**src/hdl/svoice_pkg.sv**
```systemverilog
// Shared types and constants for the synthesizer voice allocator.
// Used by svoice_cell and synth_voice_allocator; depends on nothing.

package svoice_pkg;

    localparam int VOICE_COUNT = 18;
    localparam int VIDX_W      = (VOICE_COUNT > 1) ? $clog2(VOICE_COUNT) : 1;

    localparam logic [1:0] REQ_NOTE_ON  = 2'd0;
    localparam logic [1:0] REQ_NOTE_OFF = 2'd1;
    localparam logic [1:0] REQ_CONTROL  = 2'd2;
    localparam logic [1:0] REQ_PROGRAM  = 2'd3;

    localparam logic [6:0] CTRL_VOLUME    = 7'd11;
    localparam logic [6:0] CTRL_SOUND_OFF = 7'd120;
    localparam logic [6:0] CTRL_NOTES_OFF = 7'd123;

    localparam logic [3:0] PERC_CH     = 4'd9;
    localparam logic [6:0] PERC_NOTE   = 7'd60;
    localparam logic [4:0] CH_FREE     = 5'd31;
    localparam logic [7:0] NOTE_NONE   = 8'hFF;
    localparam logic [8:0] TIMBRE_NONE = 9'h1FF;
    localparam logic [15:0] PRIO_FREED = 16'hFFFF;
    localparam logic [6:0] VOLUME_MAX  = 7'd127;

    localparam logic ACT_KEY_OFF = 1'b0;
    localparam logic ACT_KEY_ON  = 1'b1;

    typedef struct packed {
        logic [4:0]  ch;
        logic [7:0]  note;
        logic [8:0]  timbre;
        logic [15:0] prio;
    } voice_t;

    localparam voice_t VOICE_RESET = '{ch: CH_FREE, note: NOTE_NONE,
                                       timbre: TIMBRE_NONE, prio: 16'd0};

    typedef enum logic [2:0] {
        ST_IDLE,
        ST_SCAN,
        ST_STEAL,
        ST_APPLY,
        ST_KEYON,
        ST_RELEASE,
        ST_FLUSH
    } state_t;

endpackage

```
**src/hdl/synth_voice_allocator.sv**
```systemverilog
// Voice allocator top level: request decode, ring sequencer and result register.
// Depends on svoice_pkg and svoice_cell.

// The voice table is a ring of VOICE_COUNT cells that rotates one place per
// cycle past a single evaluation point while a pass runs; a release pass
// pauses while a result waits. A note-on makes one full rotation to search
// for the note, a free voice and the lowest priority, an optional key-off
// for a stolen voice, a second rotation that writes the voice and ages all
// priorities, then the key-on. Note-off and all-notes-off take one rotation
// and a flush step, longer if results are not taken; every key-off found
// waits in a holding register so that the final one can carry last. Volume
// and program changes finish in the cycle they are accepted. A new request
// is taken only when the previous one is finished; a result may still wait.

module synth_voice_allocator (
    input  logic       clk,
    input  logic       rst_n,
    input  logic       in_valid,
    output logic       in_ready,
    input  logic [1:0] req_type,
    input  logic [3:0] midi_channel,
    input  logic [6:0] key,
    input  logic [6:0] amount,
    output logic       out_valid,
    input  logic       out_ready,
    output logic       action,
    output logic [4:0] voice_index,
    output logic [7:0] timbre,
    output logic       reload_timbre,
    output logic [6:0] play_note,
    output logic [6:0] level,
    output logic       last
);

    localparam int N = svoice_pkg::VOICE_COUNT;
    localparam int W = svoice_pkg::VIDX_W;
    localparam logic [W-1:0] POS_LAST = W'(N - 1);

    svoice_pkg::voice_t cell_q [N];
    svoice_pkg::voice_t tail_d;
    svoice_pkg::voice_t head;
    logic shift;

    genvar gi;
    generate
        for (gi = 0; gi < N; gi++)
        begin : g_cell
            svoice_pkg::voice_t d_in;
            if (gi == N - 1)
            begin : g_tail
                assign d_in = tail_d;
            end
            else
            begin : g_mid
                assign d_in = cell_q[gi + 1];
            end
            svoice_cell u_cell (
                .clk   (clk),
                .rst_n (rst_n),
                .shift (shift),
                .d     (d_in),
                .q     (cell_q[gi])
            );
        end
    endgenerate

    assign head = cell_q[0];

    svoice_pkg::state_t state_reg, state_next;
    logic [W-1:0]  pos_reg, pos_next;
    logic [3:0]    ch_reg, ch_next;
    logic [6:0]    key_reg, key_next;
    logic          all_off_reg, all_off_next;
    logic [13:0]   prod_reg, prod_next;
    logic          hit_reg, hit_next;
    logic [W-1:0]  hit_idx_reg, hit_idx_next;
    logic          free_reg, free_next;
    logic          match_reg, match_next;
    logic [W-1:0]  free_idx_reg, free_idx_next;
    logic [W-1:0]  low_idx_reg, low_idx_next;
    logic [15:0]   low_prio_reg, low_prio_next;
    logic [W-1:0]  sel_reg, sel_next;
    logic          reload_reg, reload_next;
    logic          pend_reg, pend_next;
    logic [W-1:0]  pend_idx_reg, pend_idx_next;
    logic [6:0]    vol_reg [16];
    logic [6:0]    prog_reg [16];

    logic          out_valid_reg, out_valid_next;
    logic          action_reg, action_next;
    logic [4:0]    vidx_reg, vidx_next;
    logic [7:0]    timbre_reg, timbre_next;
    logic          reload_out_reg, reload_out_next;
    logic [6:0]    note_reg, note_next;
    logic [6:0]    level_reg, level_next;
    logic          last_reg, last_next;

    logic          can_load;
    logic          accept;
    logic [8:0]    instr;
    logic          head_hit;
    logic          head_chan;
    logic          rel_match;
    logic [13:0]   q_est;
    logic [13:0]   q_rem;
    logic [6:0]    lvl;
    logic          pass_end;
    svoice_pkg::voice_t t;

    assign can_load = !out_valid_reg || out_ready;
    assign in_ready = (state_reg == svoice_pkg::ST_IDLE);
    assign accept   = in_valid && in_ready;
    assign pass_end = (pos_reg == POS_LAST);

    assign instr = (ch_reg == svoice_pkg::PERC_CH) ? {2'b01, key_reg}
                                                   : {2'b00, prog_reg[ch_reg]};
    assign head_chan = (head.ch == {1'b0, ch_reg});
    assign head_hit  = head_chan && (head.note == {1'b0, key_reg});
    assign rel_match = all_off_reg ? head_chan : head_hit;

    // Division by 127: an estimate from p*129/16384 is at most one short.
    always_comb
    begin
        q_est = (prod_reg + (prod_reg >> 7)) >> 7;
        q_rem = prod_reg - ((q_est << 7) - q_est);
        if (q_rem >= 14'd127)
        begin
            lvl = 7'(q_est + 14'd1);
        end
        else
        begin
            lvl = q_est[6:0];
        end
    end

    always_comb
    begin
        state_next      = state_reg;
        pos_next        = pos_reg;
        ch_next         = ch_reg;
        key_next        = key_reg;
        all_off_next    = all_off_reg;
        prod_next       = prod_reg;
        hit_next        = hit_reg;
        hit_idx_next    = hit_idx_reg;
        free_next       = free_reg;
        match_next      = match_reg;
        free_idx_next   = free_idx_reg;
        low_idx_next    = low_idx_reg;
        low_prio_next   = low_prio_reg;
        sel_next        = sel_reg;
        reload_next     = reload_reg;
        pend_next       = pend_reg;
        pend_idx_next   = pend_idx_reg;
        out_valid_next  = out_valid_reg && !out_ready;
        action_next     = action_reg;
        vidx_next       = vidx_reg;
        timbre_next     = timbre_reg;
        reload_out_next = reload_out_reg;
        note_next       = note_reg;
        level_next      = level_reg;
        last_next       = last_reg;
        shift           = 1'b0;
        tail_d          = head;
        t               = head;

        unique case (state_reg)
            svoice_pkg::ST_IDLE:
            begin
                if (accept)
                begin
                    ch_next      = midi_channel;
                    key_next     = key;
                    prod_next    = 14'(amount) * 14'(vol_reg[midi_channel]);
                    hit_next     = 1'b0;
                    free_next    = 1'b0;
                    match_next   = 1'b0;
                    pend_next    = 1'b0;
                    all_off_next = (req_type == svoice_pkg::REQ_CONTROL);
                    unique case (req_type)
                        svoice_pkg::REQ_NOTE_ON:  state_next = svoice_pkg::ST_SCAN;
                        svoice_pkg::REQ_NOTE_OFF: state_next = svoice_pkg::ST_RELEASE;
                        svoice_pkg::REQ_CONTROL:
                        begin
                            if (key == svoice_pkg::CTRL_SOUND_OFF ||
                                key == svoice_pkg::CTRL_NOTES_OFF)
                            begin
                                state_next = svoice_pkg::ST_RELEASE;
                            end
                        end
                        default: ;
                    endcase
                end
            end

            svoice_pkg::ST_SCAN:
            begin
                shift = 1'b1;
                if (head_hit)
                begin
                    hit_next     = 1'b1;
                    hit_idx_next = pos_reg;
                end
                if (head.ch == svoice_pkg::CH_FREE && !match_reg)
                begin
                    free_next     = 1'b1;
                    free_idx_next = pos_reg;
                    if (head.timbre == instr)
                    begin
                        match_next = 1'b1;
                    end
                end
                if (pos_reg == '0 || head.prio < low_prio_reg)
                begin
                    low_idx_next  = pos_reg;
                    low_prio_next = head.prio;
                end
                pos_next = pass_end ? '0 : pos_reg + 1'b1;
                if (pass_end)
                begin
                    if (hit_next)
                    begin
                        sel_next   = hit_idx_next;
                        state_next = svoice_pkg::ST_APPLY;
                    end
                    else if (free_next)
                    begin
                        sel_next   = free_idx_next;
                        state_next = svoice_pkg::ST_APPLY;
                    end
                    else
                    begin
                        sel_next   = low_idx_next;
                        state_next = svoice_pkg::ST_STEAL;
                    end
                end
            end

            svoice_pkg::ST_STEAL:
            begin
                if (can_load)
                begin
                    out_valid_next  = 1'b1;
                    action_next     = svoice_pkg::ACT_KEY_OFF;
                    vidx_next       = 5'(sel_reg);
                    timbre_next     = '0;
                    reload_out_next = 1'b0;
                    note_next       = '0;
                    level_next      = '0;
                    last_next       = 1'b0;
                    state_next      = svoice_pkg::ST_APPLY;
                end
            end

            svoice_pkg::ST_APPLY:
            begin
                shift = 1'b1;
                if (pos_reg == sel_reg)
                begin
                    reload_next = (head.timbre != instr);
                    t.ch     = {1'b0, ch_reg};
                    t.note   = {1'b0, key_reg};
                    t.timbre = instr;
                    t.prio   = {3'b000, 5'(5'd16 - {1'b0, ch_reg}), 8'hFF};
                end
                if (t.prio != '0)
                begin
                    t.prio = t.prio - 16'd1;
                end
                tail_d   = t;
                pos_next = pass_end ? '0 : pos_reg + 1'b1;
                if (pass_end)
                begin
                    state_next = svoice_pkg::ST_KEYON;
                end
            end

            svoice_pkg::ST_KEYON:
            begin
                if (can_load)
                begin
                    out_valid_next  = 1'b1;
                    action_next     = svoice_pkg::ACT_KEY_ON;
                    vidx_next       = 5'(sel_reg);
                    timbre_next     = instr[7:0];
                    reload_out_next = reload_reg;
                    note_next       = (ch_reg == svoice_pkg::PERC_CH) ?
                                      svoice_pkg::PERC_NOTE : key_reg;
                    level_next      = lvl;
                    last_next       = 1'b1;
                    state_next      = svoice_pkg::ST_IDLE;
                end
            end

            svoice_pkg::ST_RELEASE:
            begin
                // A found voice is held back until the next one shows up,
                // so that the final key-off of the request can be marked.
                shift = !(rel_match && pend_reg && !can_load);
                if (shift)
                begin
                    if (rel_match)
                    begin
                        t.ch   = svoice_pkg::CH_FREE;
                        t.note = svoice_pkg::NOTE_NONE;
                        t.prio = svoice_pkg::PRIO_FREED;
                        if (pend_reg)
                        begin
                            out_valid_next  = 1'b1;
                            action_next     = svoice_pkg::ACT_KEY_OFF;
                            vidx_next       = 5'(pend_idx_reg);
                            timbre_next     = '0;
                            reload_out_next = 1'b0;
                            note_next       = '0;
                            level_next      = '0;
                            last_next       = 1'b0;
                        end
                        pend_next     = 1'b1;
                        pend_idx_next = pos_reg;
                    end
                    tail_d   = t;
                    pos_next = pass_end ? '0 : pos_reg + 1'b1;
                    if (pass_end)
                    begin
                        state_next = svoice_pkg::ST_FLUSH;
                    end
                end
            end

            svoice_pkg::ST_FLUSH:
            begin
                if (!pend_reg)
                begin
                    state_next = svoice_pkg::ST_IDLE;
                end
                else if (can_load)
                begin
                    out_valid_next  = 1'b1;
                    action_next     = svoice_pkg::ACT_KEY_OFF;
                    vidx_next       = 5'(pend_idx_reg);
                    timbre_next     = '0;
                    reload_out_next = 1'b0;
                    note_next       = '0;
                    level_next      = '0;
                    last_next       = 1'b1;
                    pend_next       = 1'b0;
                    state_next      = svoice_pkg::ST_IDLE;
                end
            end

            default:
            begin
                state_next = svoice_pkg::ST_IDLE;
            end
        endcase
    end

    always_ff @(posedge clk or negedge rst_n)
    begin
        if (!rst_n)
        begin
            state_reg     <= svoice_pkg::ST_IDLE;
            pos_reg       <= '0;
            pend_reg      <= 1'b0;
            out_valid_reg <= 1'b0;
            for (int i = 0; i < 16; i++)
            begin
                vol_reg[i]  <= svoice_pkg::VOLUME_MAX;
                prog_reg[i] <= 7'(i);
            end
        end
        else
        begin
            state_reg     <= state_next;
            pos_reg       <= pos_next;
            pend_reg      <= pend_next;
            out_valid_reg <= out_valid_next;
            if (accept && req_type == svoice_pkg::REQ_CONTROL &&
                key == svoice_pkg::CTRL_VOLUME)
            begin
                vol_reg[midi_channel] <= amount;
            end
            if (accept && req_type == svoice_pkg::REQ_PROGRAM &&
                midi_channel != svoice_pkg::PERC_CH)
            begin
                prog_reg[midi_channel] <= key;
            end
        end
    end

    always_ff @(posedge clk)
    begin
        ch_reg         <= ch_next;
        key_reg        <= key_next;
        all_off_reg    <= all_off_next;
        prod_reg       <= prod_next;
        hit_reg        <= hit_next;
        hit_idx_reg    <= hit_idx_next;
        free_reg       <= free_next;
        match_reg      <= match_next;
        free_idx_reg   <= free_idx_next;
        low_idx_reg    <= low_idx_next;
        low_prio_reg   <= low_prio_next;
        sel_reg        <= sel_next;
        reload_reg     <= reload_next;
        pend_idx_reg   <= pend_idx_next;
        action_reg     <= action_next;
        vidx_reg       <= vidx_next;
        timbre_reg     <= timbre_next;
        reload_out_reg <= reload_out_next;
        note_reg       <= note_next;
        level_reg      <= level_next;
        last_reg       <= last_next;
    end

    assign out_valid     = out_valid_reg;
    assign action        = action_reg;
    assign voice_index   = vidx_reg;
    assign timbre        = timbre_reg;
    assign reload_timbre = reload_out_reg;
    assign play_note     = note_reg;
    assign level         = level_reg;
    assign last          = last_reg;

endmodule

```
**src/hdl/svoice_cell.sv**
```systemverilog
// One voice slot of the rotating voice ring.
// Depends on svoice_pkg for the voice record type and its reset value.

module svoice_cell (
    input  logic                clk,
    input  logic                rst_n,
    input  logic                shift,
    input  svoice_pkg::voice_t  d,
    output svoice_pkg::voice_t  q
);

    svoice_pkg::voice_t voice_reg;

    always_ff @(posedge clk or negedge rst_n)
    begin
        if (!rst_n)
        begin
            voice_reg <= svoice_pkg::VOICE_RESET;
        end
        else if (shift)
        begin
            voice_reg <= d;
        end
    end

    assign q = voice_reg;

endmodule

```
**config.mk**
```make
export PLATFORM = sky130hd
export DESIGN_NAME = synth_voice_allocator
export DESIGN_NICKNAME = d
export VERILOG_FILES = /design/src/hdl/svoice_pkg.sv /design/src/hdl/synth_voice_allocator.sv /design/src/hdl/svoice_cell.sv
export SDC_FILE = /design/constraint.sdc
export NUM_CORES = 2
export LEC_CHECK = 0
export BUFFER_PORTS_ARGS = -buffer_cell sky130_fd_sc_hd__buf_2
export CAP_MARGIN = 15
export CORE_UTILIZATION = 50
export DETAILED_ROUTE_END_ITERATION = 7
export HOLD_SLACK_MARGIN = 0.03
export PLACE_DENSITY_LB_ADDON = 0.3
export SKIP_CTS_REPAIR_TIMING = 1
export SLEW_MARGIN = 20
export SYNTH_ARGS = -nofsm -noshare
export SYNTH_HDL_FRONTEND = slang
export SYNTH_SLANG_ARGS = --single-unit
```
**constraint.sdc**
```tcl
create_clock -name clk -period 7.3 [get_ports clk]
set_input_delay 1.46 -clock clk [delete_from_list [all_inputs] [get_ports clk]]
set_output_delay 1.46 -clock clk [all_outputs]
set_load 0.01 [all_outputs]
```
==> flow_summary.json <==
{
  "result_of_the_run": "finished, final reports clean",
  "synth_top_family_by_area": "simple AND/OR/NAND/NOR gates",
  "total_vias_in_the_final_route": 29500,
  "ctsRootBufferMaster": "clkbuf_16",
  "slew_viol_final": 0,
  "post_route_cells_drive_above_1_share": 0.249,
  "register_bit_total_from_synthesis": 1019,
  "count_of_clock_tree_sinks": 1019,
  "cp-start-kind": "primary input",
  "hold_class": "reg2reg",
  "tritoncts.num_buffers": 104,
  "first_global_vias": 29200,
  "required_ns": 7.81,
  "grt_util_all_layers": 0.200,
  "critical_path_fanouts_max": 10,
  "tritoncts": "yes",
  "syn_avg_cell_area_um2": 10.2,
  "synth_enable_flop_cells": 101,
  "worst-r2r-setup-slack_ns": 1.74,
  "synth.net_count": 4573,
  "vdd_ir_drop_max_uv": 221,
  "power-per-cell-area_nw_per_um2": 347,
  "grt_start_max_net_pins": 171,
  "diodes_inserted": 0,
  "netlist_top_cells_area": "dfstp_2, dfrtp_1, nand2_1",
  "design_power_total_mw": 17.3,
  "synthXorXnorAreaFrac": 0.0109,
  "place.gp.congestion": 0.833,
  "grt.overflow.total": 0,
  "timing_worst_setup_path_type": "in2reg",
  "grt_use_met2": 0.314,
  "met1_capacity_usage_during_global_routing": 0.288,
  "route.detailed.drc": 0,
  "netlist_area_um2": 45100,
  "grt_antenna_before_repair": 1,
  "initial_core_util": 0.508,
  "synth_top_area_share": 0.315,
  "grt_setup_unrepaired": "false",
  "wirelength_um": 88600,
  "crit_end": "prod_reg[12]",
  "portBuffers": 55,
  "yosysWarnings": 0,
  "ctsLongestPathBuffers": 3,
  "chipWidth_um": 302,
  "power_leakage_nw": 23.8,
  "timing.rr.end": "level[4]",
  "die-height_um": 302,
  "skew_ns": 0.0412,
  "synth-compound-area-share": 0.0328,
  "synth.mux.area_fraction": 0.0941,
  "nFillCells": 7621,
  "die_footprint_um2": 91400,
  "vias_per_cell": 5.22,
  "synth-simple-area-share": 0.207,
  "area_share_of_fa_ha_maj_cells_after_synthesis": 0.0354,
  "ys_async_sr_fraction": 0.901,
  "worst_ep_arrival_time_ns": 6.98,
  "layout-area-overhead-vs-synth_pct": 10.9,
  "detail-route-antenna-nets": 0,
  "worstSetupEndpointType": "register",
  "ys_types": 74,
  "post_synthesis_cell_type_with_the_largest_combined_area": "dfstp_2",
  "dp_hpwl_um": 53700,
  "grt_max_usage_layer": "met2",
  "synthesis.instances": 4436,
  "synthTopCellsByCount": "nand2_1, dfstp_2, dfrtp_1",
  "r2r-start": "prod_reg[8]",
  "core_region_area_um2": 88800,
  "io_pins": 56,
  "number_of_h_tree_levels": 3,
  "setup-tns-final_ns": 0,
  "seq_area_frac_synth": 0.592,
  "drt_first_iter_violations": 2369,
  "maxCapViolCount": 0,
  "hold_viol_final": 0,
  "crit_start": "midi_channel[0]",
  "timing_worst_slew_pin_value_ns": 1.05,
  "dominantRegCellSynth": "dfstp_2",
  "clk_lat_worst_skew_ns": 0.69,
  "largest_register_ff_count": 684,
  "maxClockFrequency_ghz": 0.155,
  "worst_slew_margin_rel": 0.296,
  "worst_setup_hold_path_clk_slew_ns": 0.06,
  "first_pass_iters": 5,
  "grt_first_pass_wirelength_um": 150000,
  "finish.net_count": 4535,
  "synth_most_common_cell": "nand2_1",
  "final.period_utilization": 0.886,
  "timing.final.crit_period_ns": 6.47,
  "final-setup-viol-count": 0,
  "floorplan.rows": 109,
  "routedWlPerCell_um": 15.7,
  "worst_r2r_path_depth": 18,
  "grt.met3_usage": 0.0339
}
through the flow:
step / instance area [um^2] / hold WS, ns / worst slack, ns / util / instances
5_1_grt: 50000 / 0.373 / 0.496 / 0.563 / 5650
6_report: 50000 / 0.366 / 0.834 / 0.563 / 5650
4_1_cts: 50000 / 0.367 / 0.815 / 0.563 / 5649
2_1_floorplan: 45100 / 0.423 / 0.101 / - / 4436
3_5_place_dp: 46400 / 0.358 / 0.101 / 0.522 / 5456
3_3_place_gp: 46400 / 0.358 / 0.218 / 0.522 / 5456
critical path, stage by stage:
cell	delay [ns]
buf_2	0.32
buf_4	0.23
mux4_2	0.51
mux4_2	0.58
nand2_1	0.14
fa_1	0.43
fa_1	0.53
fa_1	0.54
inv_1	0.05
fa_1	0.47
ha_1	0.35
inv_1	0.07
o21bai_1	0.07
a21oi_1	0.23
o21bai_1	0.08
a21oi_1	0.17
or4b_2	0.60
o211ai_1	0.13
worst min path at each step:
stage	endpoint	from	slack (ns)	depth (start not counted)
3_3_place_gp	prog_reg[45]	prog_reg[45]	0.36	0
2_1_floorplan	low_prio_reg[0]	g_cell[0].u_cell.q[0]	0.42	0
4_1_cts	prog_reg[42]	prog_reg[42]	0.37	0
6_report	prog_reg[42]	prog_reg[42]	0.37	0
5_1_grt	prog_reg[45]	prog_reg[45]	0.37	0
3_5_place_dp	prog_reg[45]	prog_reg[45]	0.36	0
where the power goes:
part	leakage, nW	switching [mW]	internal (mW)
clock network	1.79	2.21	3.27
logic	10.6	2.21	1.10
registers	11.4	0.856	7.68
total	23.8	5.28	12.1
layer usage:
layer,up-vias,share of wire
met3,141,0.041
met4,0,0.023
met2,459,0.47
met5,-,0
met1,14700,0.47
li1,14200,-
kinds of logic after synthesis:
kind of cell,Yosys count
simple gates,2378
buf+inv,331
xor+xnor,56
fa+ha+maj,113
flops,1019
mux,314
compound gates,225
cell type report:
class / instances / area (um^2) / area share
Clock buffer: 164 / 3260 / 0.0651
Clock inverter: 29 / 354 / 0.00708
Inverter: 91 / 342 / 0.00683
Multi-Input combinational cell: 3086 / 17100 / 0.343
Sequential cell: 1019 / 26700 / 0.534
Tap cell: 1165 / 1460 / 0.0292
Timing Repair Buffer: 96 / 763 / 0.0153
cell usage in the layout (no fill, tap or decap), types with 17 or more instances in the layout:
cell type / count
buf_2: 54
mux4_2: 60
and2_1: 28
clkbuf_1: 25
xor2_1: 20
dfrtp_1: 378
a21oi_1: 64
nand3_1: 29
dfstp_2: 540
xnor2_1: 36
inv_1: 91
ha_1: 89
clkbuf_16: 111
mux2_2: 238
clkbuf_8: 28
fa_1: 24
o21ai_0: 40
edfxtp_1: 101
buf_4: 27
nor2_1: 116
nand2_1: 2099
nor3_1: 17
clkinv_2: 17
Note: power is estimated with default switching activity, not from simulation.
